## config.mk

```make
export PLATFORM = sky130hd
export DESIGN_NAME = word_length_filter
export DESIGN_NICKNAME = d
export VERILOG_FILES = /design/src/hdl/wlf_pkg.sv /design/src/hdl/wlf_ram.sv /design/src/hdl/wlf_front.sv /design/src/hdl/wlf_cmd_fifo.sv /design/src/hdl/wlf_back.sv /design/src/hdl/word_length_filter.sv
export SDC_FILE = /design/constraint.sdc
export NUM_CORES = 1
export LEC_CHECK = 0
export ABC_AREA = 1
export BUFFER_PORTS_ARGS = -buffer_cell sky130_fd_sc_hd__buf_2
export CORE_MARGIN = 2
export CORE_UTILIZATION = 40
export DETAILED_ROUTE_END_ITERATION = 10
export PLACE_DENSITY = 0.66
export REMOVE_ABC_BUFFERS = 1
export SLEW_MARGIN = 20
export SYNTH_ARGS = -nofsm -noshare
export SYNTH_HDL_FRONTEND = slang
export SYNTH_SLANG_ARGS = --single-unit
```

## constraint.sdc

```tcl
create_clock -name aclk -period 2.3 [get_ports aclk]
set_clock_uncertainty 0.05 [all_clocks]
set_input_delay 0.23 -clock aclk [delete_from_list [all_inputs] [get_ports aclk]]
set_output_delay 0.23 -clock aclk [all_outputs]
set_load 0.005 [all_outputs]
```

## src/hdl/wlf_pkg.sv

```systemverilog
// shared types, constants and helpers of the word length filter
package wlf_pkg;

    localparam int MAX_WORD   = 32;
    localparam int ADDR_W     = $clog2(MAX_WORD);
    localparam int CNT_W      = $clog2(MAX_WORD + 1);
    localparam int LEN_W      = 6;
    localparam int CMP_W      = (CNT_W > LEN_W) ? CNT_W : LEN_W;
    localparam int BYTE_W     = 8;
    localparam int FIFO_DEPTH = 2;
    localparam int APB_ADDR_W = 3;
    localparam int APB_DATA_W = 32;

    localparam logic [LEN_W-1:0] MAX_LEN_RESET = LEN_W'(8);
    localparam logic             REG_MAX_LEN   = 1'b0;

    localparam logic [BYTE_W-1:0] CH_SPACE = 8'h20;
    localparam logic [BYTE_W-1:0] CH_DOT   = 8'h2E;
    localparam logic [BYTE_W-1:0] CH_COMMA = 8'h2C;
    localparam logic [BYTE_W-1:0] CH_LF    = 8'h0A;
    localparam logic [BYTE_W-1:0] CH_NUL   = 8'h00;
    localparam logic [BYTE_W-1:0] CH_LO_A  = 8'h61;
    localparam logic [BYTE_W-1:0] CH_LO_Z  = 8'h7A;
    localparam logic [BYTE_W-1:0] CH_UP_A  = 8'h41;
    localparam logic [BYTE_W-1:0] CH_UP_Z  = 8'h5A;

    typedef struct packed {
        logic [BYTE_W-1:0] delim;
        logic [CNT_W-1:0]  count;
    } cmd_t;

    typedef struct packed {
        logic              en;
        logic [ADDR_W-1:0] addr;
        logic [BYTE_W-1:0] data;
    } ram_wr_t;

    typedef struct packed {
        logic full;
        logic empty;
    } fifo_stat_t;

    typedef enum logic [1:0] {
        BK_IDLE,
        BK_WAIT,
        BK_LOAD,
        BK_DELIM
    } back_state_t;

    function automatic logic wlf_is_delim(input logic [BYTE_W-1:0] b);
        return (b == CH_SPACE) || (b == CH_DOT) || (b == CH_COMMA) ||
               (b == CH_LF) || (b == CH_NUL);
    endfunction

    function automatic logic wlf_is_letter(input logic [BYTE_W-1:0] b);
        return ((b >= CH_LO_A) && (b <= CH_LO_Z)) || ((b >= CH_UP_A) && (b <= CH_UP_Z));
    endfunction

endpackage

```

## src/hdl/wlf_ram.sv

```systemverilog
// generic single write port ram with registered read
module wlf_ram #(
    parameter int WIDTH = 8,
    parameter int DEPTH = 32
) (
    input  logic                     aclk,
    input  logic                     we,
    input  logic [$clog2(DEPTH)-1:0] waddr,
    input  logic [WIDTH-1:0]         wdata,
    input  logic [$clog2(DEPTH)-1:0] raddr,
    output logic [WIDTH-1:0]         rdata
);

    logic [WIDTH-1:0] mem [DEPTH];
    logic [WIDTH-1:0] rdata_reg;

    always_ff @(posedge aclk) begin
        if (we) begin
            mem[waddr] <= wdata;
        end
        rdata_reg <= mem[raddr];
    end

    assign rdata = rdata_reg;

endmodule

```

## src/hdl/wlf_front.sv

```systemverilog
// input side: takes beats, collects the word and queues emit commands
module wlf_front
    import wlf_pkg::*;
(
    input  logic              aclk,
    input  logic              aresetn,
    input  logic              s_tvalid,
    output logic              s_tready,
    input  logic [BYTE_W-1:0] s_tdata,   // [7:0] in_byte
    input  logic [LEN_W-1:0]  max_len,
    input  fifo_stat_t        fifo_stat,
    input  logic              back_idle,
    output ram_wr_t           ram_wr,
    output logic              cmd_push,
    output cmd_t              cmd
);

    logic [CNT_W-1:0] word_count_reg, word_count_next;
    logic             in_word_reg, in_word_next;
    logic             bad_char_reg, bad_char_next;
    logic             too_long_reg, too_long_next;

    logic             delim;
    logic             s_fire;
    logic             store_full;
    logic             word_ok;
    logic [CNT_W-1:0] count_inc;

    always_comb begin
        delim      = wlf_is_delim(s_tdata);
        s_tready   = delim ? !fifo_stat.full : (fifo_stat.empty && back_idle);
        s_fire     = s_tvalid && s_tready;
        store_full = (word_count_reg >= CNT_W'(MAX_WORD));
        word_ok    = in_word_reg && !bad_char_reg && !too_long_reg;
        count_inc  = word_count_reg + CNT_W'(1);

        ram_wr.en   = s_fire && !delim && !store_full;
        ram_wr.addr = word_count_reg[ADDR_W-1:0];
        ram_wr.data = s_tdata;

        cmd_push  = s_fire && delim && (word_ok || (s_tdata == CH_NUL));
        cmd.delim = s_tdata;
        cmd.count = word_ok ? word_count_reg : '0;
    end

    always_comb begin
        word_count_next = word_count_reg;
        in_word_next    = in_word_reg;
        bad_char_next   = bad_char_reg;
        too_long_next   = too_long_reg;
        if (s_fire) begin
            if (delim) begin
                word_count_next = '0;
                in_word_next    = 1'b0;
                bad_char_next   = 1'b0;
                too_long_next   = 1'b0;
            end else begin
                in_word_next = 1'b1;
                if (!wlf_is_letter(s_tdata)) begin
                    bad_char_next = 1'b1;
                end
                if (store_full) begin
                    too_long_next = 1'b1;
                end else begin
                    word_count_next = count_inc;
                    if (CMP_W'(count_inc) > CMP_W'(max_len)) begin
                        too_long_next = 1'b1;
                    end
                end
            end
        end
    end

    always_ff @(posedge aclk) begin
        if (!aresetn) begin
            word_count_reg <= '0;
            in_word_reg    <= 1'b0;
            bad_char_reg   <= 1'b0;
            too_long_reg   <= 1'b0;
        end else begin
            word_count_reg <= word_count_next;
            in_word_reg    <= in_word_next;
            bad_char_reg   <= bad_char_next;
            too_long_reg   <= too_long_next;
        end
    end

endmodule

```

## src/hdl/wlf_cmd_fifo.sv

```systemverilog
// short command queue between the front and the back
module wlf_cmd_fifo
    import wlf_pkg::*;
(
    input  logic       aclk,
    input  logic       aresetn,
    input  logic       push,
    input  cmd_t       push_data,
    input  logic       pop,
    output cmd_t       pop_data,
    output fifo_stat_t stat
);

    localparam int PTR_W = (FIFO_DEPTH > 1) ? $clog2(FIFO_DEPTH) : 1;
    localparam int FCNT_W = $clog2(FIFO_DEPTH + 1);

    cmd_t              slot_reg [FIFO_DEPTH];
    logic [PTR_W-1:0]  wr_ptr_reg, wr_ptr_next;
    logic [PTR_W-1:0]  rd_ptr_reg, rd_ptr_next;
    logic [FCNT_W-1:0] fill_reg, fill_next;
    logic              do_push, do_pop;

    always_comb begin
        stat.full  = (fill_reg == FCNT_W'(FIFO_DEPTH));
        stat.empty = (fill_reg == '0);
        do_push    = push && !stat.full;
        do_pop     = pop && !stat.empty;
        pop_data   = slot_reg[rd_ptr_reg];

        wr_ptr_next = wr_ptr_reg;
        rd_ptr_next = rd_ptr_reg;
        fill_next   = fill_reg;
        if (do_push) begin
            wr_ptr_next = (wr_ptr_reg == PTR_W'(FIFO_DEPTH - 1)) ? '0 : wr_ptr_reg + PTR_W'(1);
        end
        if (do_pop) begin
            rd_ptr_next = (rd_ptr_reg == PTR_W'(FIFO_DEPTH - 1)) ? '0 : rd_ptr_reg + PTR_W'(1);
        end
        case ({do_push, do_pop})
            2'b10:   fill_next = fill_reg + FCNT_W'(1);
            2'b01:   fill_next = fill_reg - FCNT_W'(1);
            default: fill_next = fill_reg;
        endcase
    end

    always_ff @(posedge aclk) begin
        if (!aresetn) begin
            wr_ptr_reg <= '0;
            rd_ptr_reg <= '0;
            fill_reg   <= '0;
        end else begin
            wr_ptr_reg <= wr_ptr_next;
            rd_ptr_reg <= rd_ptr_next;
            fill_reg   <= fill_next;
        end
    end

    always_ff @(posedge aclk) begin
        if (do_push) begin
            slot_reg[wr_ptr_reg] <= push_data;
        end
    end

endmodule

```

## src/hdl/wlf_back.sv

```systemverilog
// output side: replays a kept word from the store, then its delimiter
module wlf_back
    import wlf_pkg::*;
(
    input  logic              aclk,
    input  logic              aresetn,
    input  cmd_t              cmd,
    input  logic              cmd_empty,
    output logic              cmd_pop,
    output logic [ADDR_W-1:0] raddr,
    input  logic [BYTE_W-1:0] rdata,
    output logic              idle,
    output logic              m_tvalid,
    input  logic              m_tready,
    output logic [BYTE_W-1:0] m_tdata,   // [7:0] out_byte
    output logic              m_tlast
);

    back_state_t       state_reg, state_next;
    logic [CNT_W-1:0]  idx_reg, idx_next;
    cmd_t              cur_reg, cur_next;
    logic              m_tvalid_reg, m_tvalid_next;
    logic [BYTE_W-1:0] m_tdata_reg, m_tdata_next;
    logic              m_tlast_reg, m_tlast_next;
    logic              out_free;
    logic              last_byte;

    assign out_free  = !m_tvalid_reg || m_tready;
    assign last_byte = ((idx_reg + CNT_W'(1)) == cur_reg.count);

    always_comb begin
        state_next = state_reg;
        unique case (state_reg)
            BK_IDLE: begin
                if (!cmd_empty) begin
                    state_next = (cmd.count == '0) ? BK_DELIM : BK_WAIT;
                end
            end
            BK_WAIT: state_next = BK_LOAD;
            BK_LOAD: begin
                if (out_free) begin
                    state_next = last_byte ? BK_DELIM : BK_WAIT;
                end
            end
            BK_DELIM: begin
                if (out_free) begin
                    state_next = BK_IDLE;
                end
            end
            default: state_next = BK_IDLE;
        endcase
    end

    always_comb begin
        cmd_pop       = 1'b0;
        idx_next      = idx_reg;
        cur_next      = cur_reg;
        m_tvalid_next = m_tvalid_reg && !m_tready;
        m_tdata_next  = m_tdata_reg;
        m_tlast_next  = m_tlast_reg;
        unique case (state_reg)
            BK_IDLE: begin
                if (!cmd_empty) begin
                    cmd_pop  = 1'b1;
                    cur_next = cmd;
                    idx_next = '0;
                end
            end
            BK_WAIT: ;
            BK_LOAD: begin
                if (out_free) begin
                    m_tvalid_next = 1'b1;
                    m_tdata_next  = rdata;
                    m_tlast_next  = 1'b0;
                    idx_next      = idx_reg + CNT_W'(1);
                end
            end
            BK_DELIM: begin
                if (out_free) begin
                    m_tvalid_next = 1'b1;
                    m_tdata_next  = cur_reg.delim;
                    m_tlast_next  = 1'b1;
                end
            end
            default: ;
        endcase
    end

    always_ff @(posedge aclk) begin
        if (!aresetn) begin
            state_reg    <= BK_IDLE;
            m_tvalid_reg <= 1'b0;
        end else begin
            state_reg    <= state_next;
            m_tvalid_reg <= m_tvalid_next;
        end
    end

    always_ff @(posedge aclk) begin
        idx_reg     <= idx_next;
        cur_reg     <= cur_next;
        m_tdata_reg <= m_tdata_next;
        m_tlast_reg <= m_tlast_next;
    end

    assign raddr    = idx_reg[ADDR_W-1:0];
    assign idle     = (state_reg == BK_IDLE);
    assign m_tvalid = m_tvalid_reg;
    assign m_tdata  = m_tdata_reg;
    assign m_tlast  = m_tlast_reg;

endmodule

```

## src/hdl/word_length_filter.sv

```systemverilog
// top level of the word length filter
//
// text bytes enter on the s_ stream one beat each; a word is a run of bytes
// between space, period, comma, newline or the zero byte. a word made only
// of latin letters and no longer than max_word_length is sent on the m_
// stream followed by its delimiter, tlast on the delimiter. other words and
// their delimiters are dropped, as is a delimiter with no word. a zero byte
// always yields one zero beat with tlast, after any kept word.
// word bytes are taken one per cycle while no earlier word is being sent;
// delimiters are taken one per cycle while the two entry command queue has
// room. the back part pops a command, then reads each word byte from the
// store (a wait state and a load state per byte) and sends the delimiter
// last. a stalled m_ side holds its beat in the output register; the queue
// takes delimiters until it is full, then s_tready drops. reset clears the
// word state, the queue and the output, and sets max_word_length (apb
// register at offset 0) to 8.
module word_length_filter
    import wlf_pkg::*;
(
    input  logic                  aclk,
    input  logic                  aresetn,
    input  logic                  s_tvalid,
    output logic                  s_tready,
    input  logic [BYTE_W-1:0]     s_tdata,   // [7:0] in_byte
    output logic                  m_tvalid,
    input  logic                  m_tready,
    output logic [BYTE_W-1:0]     m_tdata,   // [7:0] out_byte
    output logic                  m_tlast,
    input  logic                  psel,
    input  logic                  penable,
    input  logic                  pwrite,
    input  logic [APB_ADDR_W-1:0] paddr,
    input  logic [APB_DATA_W-1:0] pwdata,
    output logic [APB_DATA_W-1:0] prdata,
    output logic                  pready
);

    logic [LEN_W-1:0]  max_len_reg, max_len_next;
    logic              cfg_wr;
    fifo_stat_t        fifo_stat;
    logic              back_idle;
    ram_wr_t           ram_wr;
    logic              cmd_push, cmd_pop;
    cmd_t              cmd_in, cmd_out;
    logic [ADDR_W-1:0] raddr;
    logic [BYTE_W-1:0] rdata;

    assign pready = 1'b1;
    assign cfg_wr = psel && penable && pwrite && pready && (paddr[2] == REG_MAX_LEN);
    assign prdata = (paddr[2] == REG_MAX_LEN) ? APB_DATA_W'(max_len_reg) : '0;

    always_comb begin
        max_len_next = max_len_reg;
        if (cfg_wr) begin
            max_len_next = pwdata[LEN_W-1:0];
        end
    end

    always_ff @(posedge aclk) begin
        if (!aresetn) begin
            max_len_reg <= MAX_LEN_RESET;
        end else begin
            max_len_reg <= max_len_next;
        end
    end

    wlf_front u_front (
        .aclk      (aclk),
        .aresetn   (aresetn),
        .s_tvalid  (s_tvalid),
        .s_tready  (s_tready),
        .s_tdata   (s_tdata),
        .max_len   (max_len_reg),
        .fifo_stat (fifo_stat),
        .back_idle (back_idle),
        .ram_wr    (ram_wr),
        .cmd_push  (cmd_push),
        .cmd       (cmd_in)
    );

    wlf_ram #(
        .WIDTH (BYTE_W),
        .DEPTH (MAX_WORD)
    ) u_word_ram (
        .aclk  (aclk),
        .we    (ram_wr.en),
        .waddr (ram_wr.addr),
        .wdata (ram_wr.data),
        .raddr (raddr),
        .rdata (rdata)
    );

    wlf_cmd_fifo u_cmd_fifo (
        .aclk      (aclk),
        .aresetn   (aresetn),
        .push      (cmd_push),
        .push_data (cmd_in),
        .pop       (cmd_pop),
        .pop_data  (cmd_out),
        .stat      (fifo_stat)
    );

    wlf_back u_back (
        .aclk      (aclk),
        .aresetn   (aresetn),
        .cmd       (cmd_out),
        .cmd_empty (fifo_stat.empty),
        .cmd_pop   (cmd_pop),
        .raddr     (raddr),
        .rdata     (rdata),
        .idle      (back_idle),
        .m_tvalid  (m_tvalid),
        .m_tready  (m_tready),
        .m_tdata   (m_tdata),
        .m_tlast   (m_tlast)
    );

    a_no_overflow: assert property (@(posedge aclk) disable iff (!aresetn)
        cmd_push |-> !fifo_stat.full)
        else $error("command pushed into a full queue");

    a_no_underflow: assert property (@(posedge aclk) disable iff (!aresetn)
        cmd_pop |-> !fifo_stat.empty)
        else $error("command popped from an empty queue");

    a_store_quiet: assert property (@(posedge aclk) disable iff (!aresetn)
        ram_wr.en |-> (back_idle && fifo_stat.empty))
        else $error("word store written while a word is being sent");

    a_nul_last: assert property (@(posedge aclk) disable iff (!aresetn)
        (m_tvalid && (m_tdata == CH_NUL)) |-> m_tlast)
        else $error("zero byte sent without tlast");

endmodule

```

==> results.toml <==
[run_status]
status = "completed"

[cts]
clock-root-buffer = "clkbuf_16"
cts_tree = "yes"
clockBufferDepth = 3
cts_made_buffers = 37
cts_setup_buffers = 0
clk_latency_ns = 0.52
ctsHtreeMaxLevel = 2
cts_sinks = 344
path_clk_slew_ns = 0.06

[critical_path]
crit_fanout = 4
max_stage_delay_ns = 0.40
reg2reg_slack_ns = 0.16
cpMostUsedCell = "nor2_1"
crit_type = "reg -> reg"
cp.arrival_ns = 2.49
slowest_stage = "dfxtp_2"
start_kind = "flop"
end_kind = "flop"
worstPathRequired_ns = 2.65
reg2reg_from = "u_front.word_count_reg[0]"
ff2ff_path_depth = 12
cp-startpoint = "u_front.word_count_reg[0]"
r2r_end = "u_front.too_long_reg"
crit_path_cell_trace = "buf_4 -> inv_1 -> ha_1 -> ha_1 -> inv_1 -> nor2_1 -> o21ai_0 -> o211ai_1 -> a21oi_1 -> nor2_1 -> nor2_1 -> nor2_1"

[floorplan]
core_um2 = 35300
die_area_um2 = 37200
fp.dieW_um = 193
die_h_um = 193
fp-row-count = 69
initial_core_util_pct = 40.4
io_pins = 94

[drt]
drtIter0Drc = 923
vias_per_cell = 5.26
drc = 0
wirelength_mm = 32.8
wl_per_cell_um = 18.5
top_layer = "met5"
route.met3.wl_mm = 2.03
vias = 9318
wl_met2_mm = 15.9
drtPass1Iterations = 5
wl_met1_mm = 14.0
final_antenna_net_count = 0

[sta]
period_needed_ns = 2.14
slew_violations = 0
setup_viol = 0
tightest_slew_ns = 0.721
fmax_mhz = 468
worst_slack_ns = 0.163
relSlewSlack_pct = 51.8
period_share_pct = 92.9
finalHoldViolCount = 0

[logic_synthesis]
ys_types = 38
syn_avg_cell_area_um2 = 12.1
seq_area_frac_synth_pct = 70.3
yosysTopAreaCell = "edfxtp_1"
synth_top_area_share_pct = 65.9
netlist_instances = 1180
synth_edf_count = 313
synthArstFlopShare_pct = 0
synthTopCellsByArea = "edfxtp_1 66%, nor2_1 5.4%, o21ai_0 5.3%"
synth-seq-cells = 344
yosysWarnings = 0
synthFlopType = "edfxtp_1"
syn_area_um2 = 14300

[layout]
diodes = 0
syn_to_final_growth_pct = 16.3
fillers = 3122
seq_area_um2 = 10000
final_cells = 1771
multi_input_area_um2 = 3640
nets = 1346
largest_register_ffs = 256
final_util_pct = 47.0
drive_gt1_share_pct = 15.1

[global_route]
grt_overflow = 0
grt_antenna_before_repair = 3
grt_pass1_wl_mm = 50.6
grt_max_degree = 67
grt_pass1_vias = 8959
grtUsageTotal_pct = 17.9

[placement]
place_hpwl_mm = 20.3
place_inst = 1699
dp_slack_ns = 0.0910
gp_congestion = 0.805
io_buffers = 38

[flow_run]
cap_violations = 0

[power_and_ir_drop]
ir_drop_mv = 0.555
power.density_cell_area_nw_per_um2 = 1050
p_leak_nw = 5.92

[worst_hold_path]
worst_hold_path_type = "in -> reg"
min_to = "max_len_reg[3]"
min-delay-start = "aresetn"
holdPathStages = 2
[metal layers]
metal  vias up  GRT usage (%)
li1       4411              -
met1      4547           24.1
met2       297           29.9
met3        61           2.80
met4         2           5.61
met5         -              0
[final cells by class]
cell class / count / area share, %
clock inverters: 15 / 0.611
well taps: 461 / 3.48
flip-flops and latches: 344 / 60.4
repair buffers: 123 / 5.70
inverters: 67 / 1.54
clock buffers: 50 / 6.31
multi-input cells: 711 / 21.9
[per-stage QoR]
| step | total power, mW | hold WS, ns | cell area [um2] | setup TNS, ns |
|---|---|---|---|---|
| after floorplan | 10.1 | 0.279 | 13900 | -19.17 |
| after global placement | 11.8 | 0.386 | 15300 | 0 |
| after detailed placement | 11.9 | 0.399 | 15300 | 0 |
| after CTS | 17.5 | 0.000511 | 16600 | 0 |
| after global routing | 18.2 | 0.0346 | 16600 | -0.0185 |
| final | 17.4 | 0.0123 | 16600 | 0 |
[synthesized netlist by cell type (2+ instances only)]
library cell and number:
o211ai_1 7, nor2_2 3, clkinv_1 5, o22ai_1 3, nand3_1 55, dfxtp_1 31, buf_2 17, ha_1 12
a21oi_1 28, xor2_1 2, o21ai_0 150, o221ai_1 59, nand4_1 5, nand3b_1 2, buf_4 33, nor2_1 205
buf_6 2, inv_1 60, mux2_2 8, o21a_1 2, nand2_2 2, edfxtp_1 313, clkbuf_1 31, conb_1 2
nand2_1 124, nor3_1 3, nand2_4 5
[report_power, final]
part,total (mW),internal (mW),switching (mW)
clock,5.63,3.30,2.32
combinational,4.27,1.38,2.89
sequential,7.49,7.30,0.192
total,17.4,12.0,5.41
[cell usage in the layout (no fill, tap or decap), types with 10 or more instances in the layout]
cell type / netlist / routed
a21oi_1: 28 / 28
buf_2: 17 / 38
buf_4: 33 / 70
clkbuf_16: 0 / 39
clkinv_1: 5 / 10
conb_1: 2 / 27
dfxtp_1: 31 / 29
edfxtp_1: 313 / 313
ha_1: 12 / 11
inv_1: 60 / 60
nand2_1: 124 / 124
nand3_1: 55 / 54
nor2_1: 205 / 205
o21ai_0: 150 / 149
o221ai_1: 59 / 59
[cell families (layout without fill, tap and decap cells)]
logic type / Yosys count / in the layout / synth area share [%]
mux: 8 / 8 / 0.632
flops: 344 / 344 / 70.3
other cells: 2 / 27 / 0.0527
fa+ha+maj: 12 / 12 / 1.05
buf+inv: 150 / 255 / 5.10
compound gates: 251 / 251 / 10.6
xor+xnor: 2 / 2 / 0.123
simple gates: 411 / 411 / 12.2
[critical path: cells and delay by family, from the launching register on]
| kind | cells | cell delay, ns |
|---|---|---|
| adder cells (fa/ha/maj) | 2 | 0.63 |
| flip-flops | 1 | 0.40 |
| AO/OA/AOI/OAI | 3 | 0.46 |
| AND/OR/NAND/NOR | 4 | 0.21 |
| buffers and inverters | 3 | 0.27 |
[timing repair]
action	4_1_cts	5_1_grt
setup endpoints to repair	0	1
hold endpoints to repair	7	0
hold buffers	7	0
gates resized for setup	0	8
[how the worst max path moves through the flow]
stage / endpoint / slack [ns] / cells after the start
2_1_floorplan: u_word_ram.rdata[4] / -1.68 / 7
3_3_place_gp: u_cmd_fifo.fill_reg[1] / 0.07 / 14
3_5_place_dp: u_front.too_long_reg / 0.09 / 12
4_1_cts: u_front.too_long_reg / 0.07 / 12
5_1_grt: u_front.too_long_reg / -0.02 / 12
6_report: u_front.too_long_reg / 0.16 / 12
No activity file was read; power rests on OpenSTA's default activity.
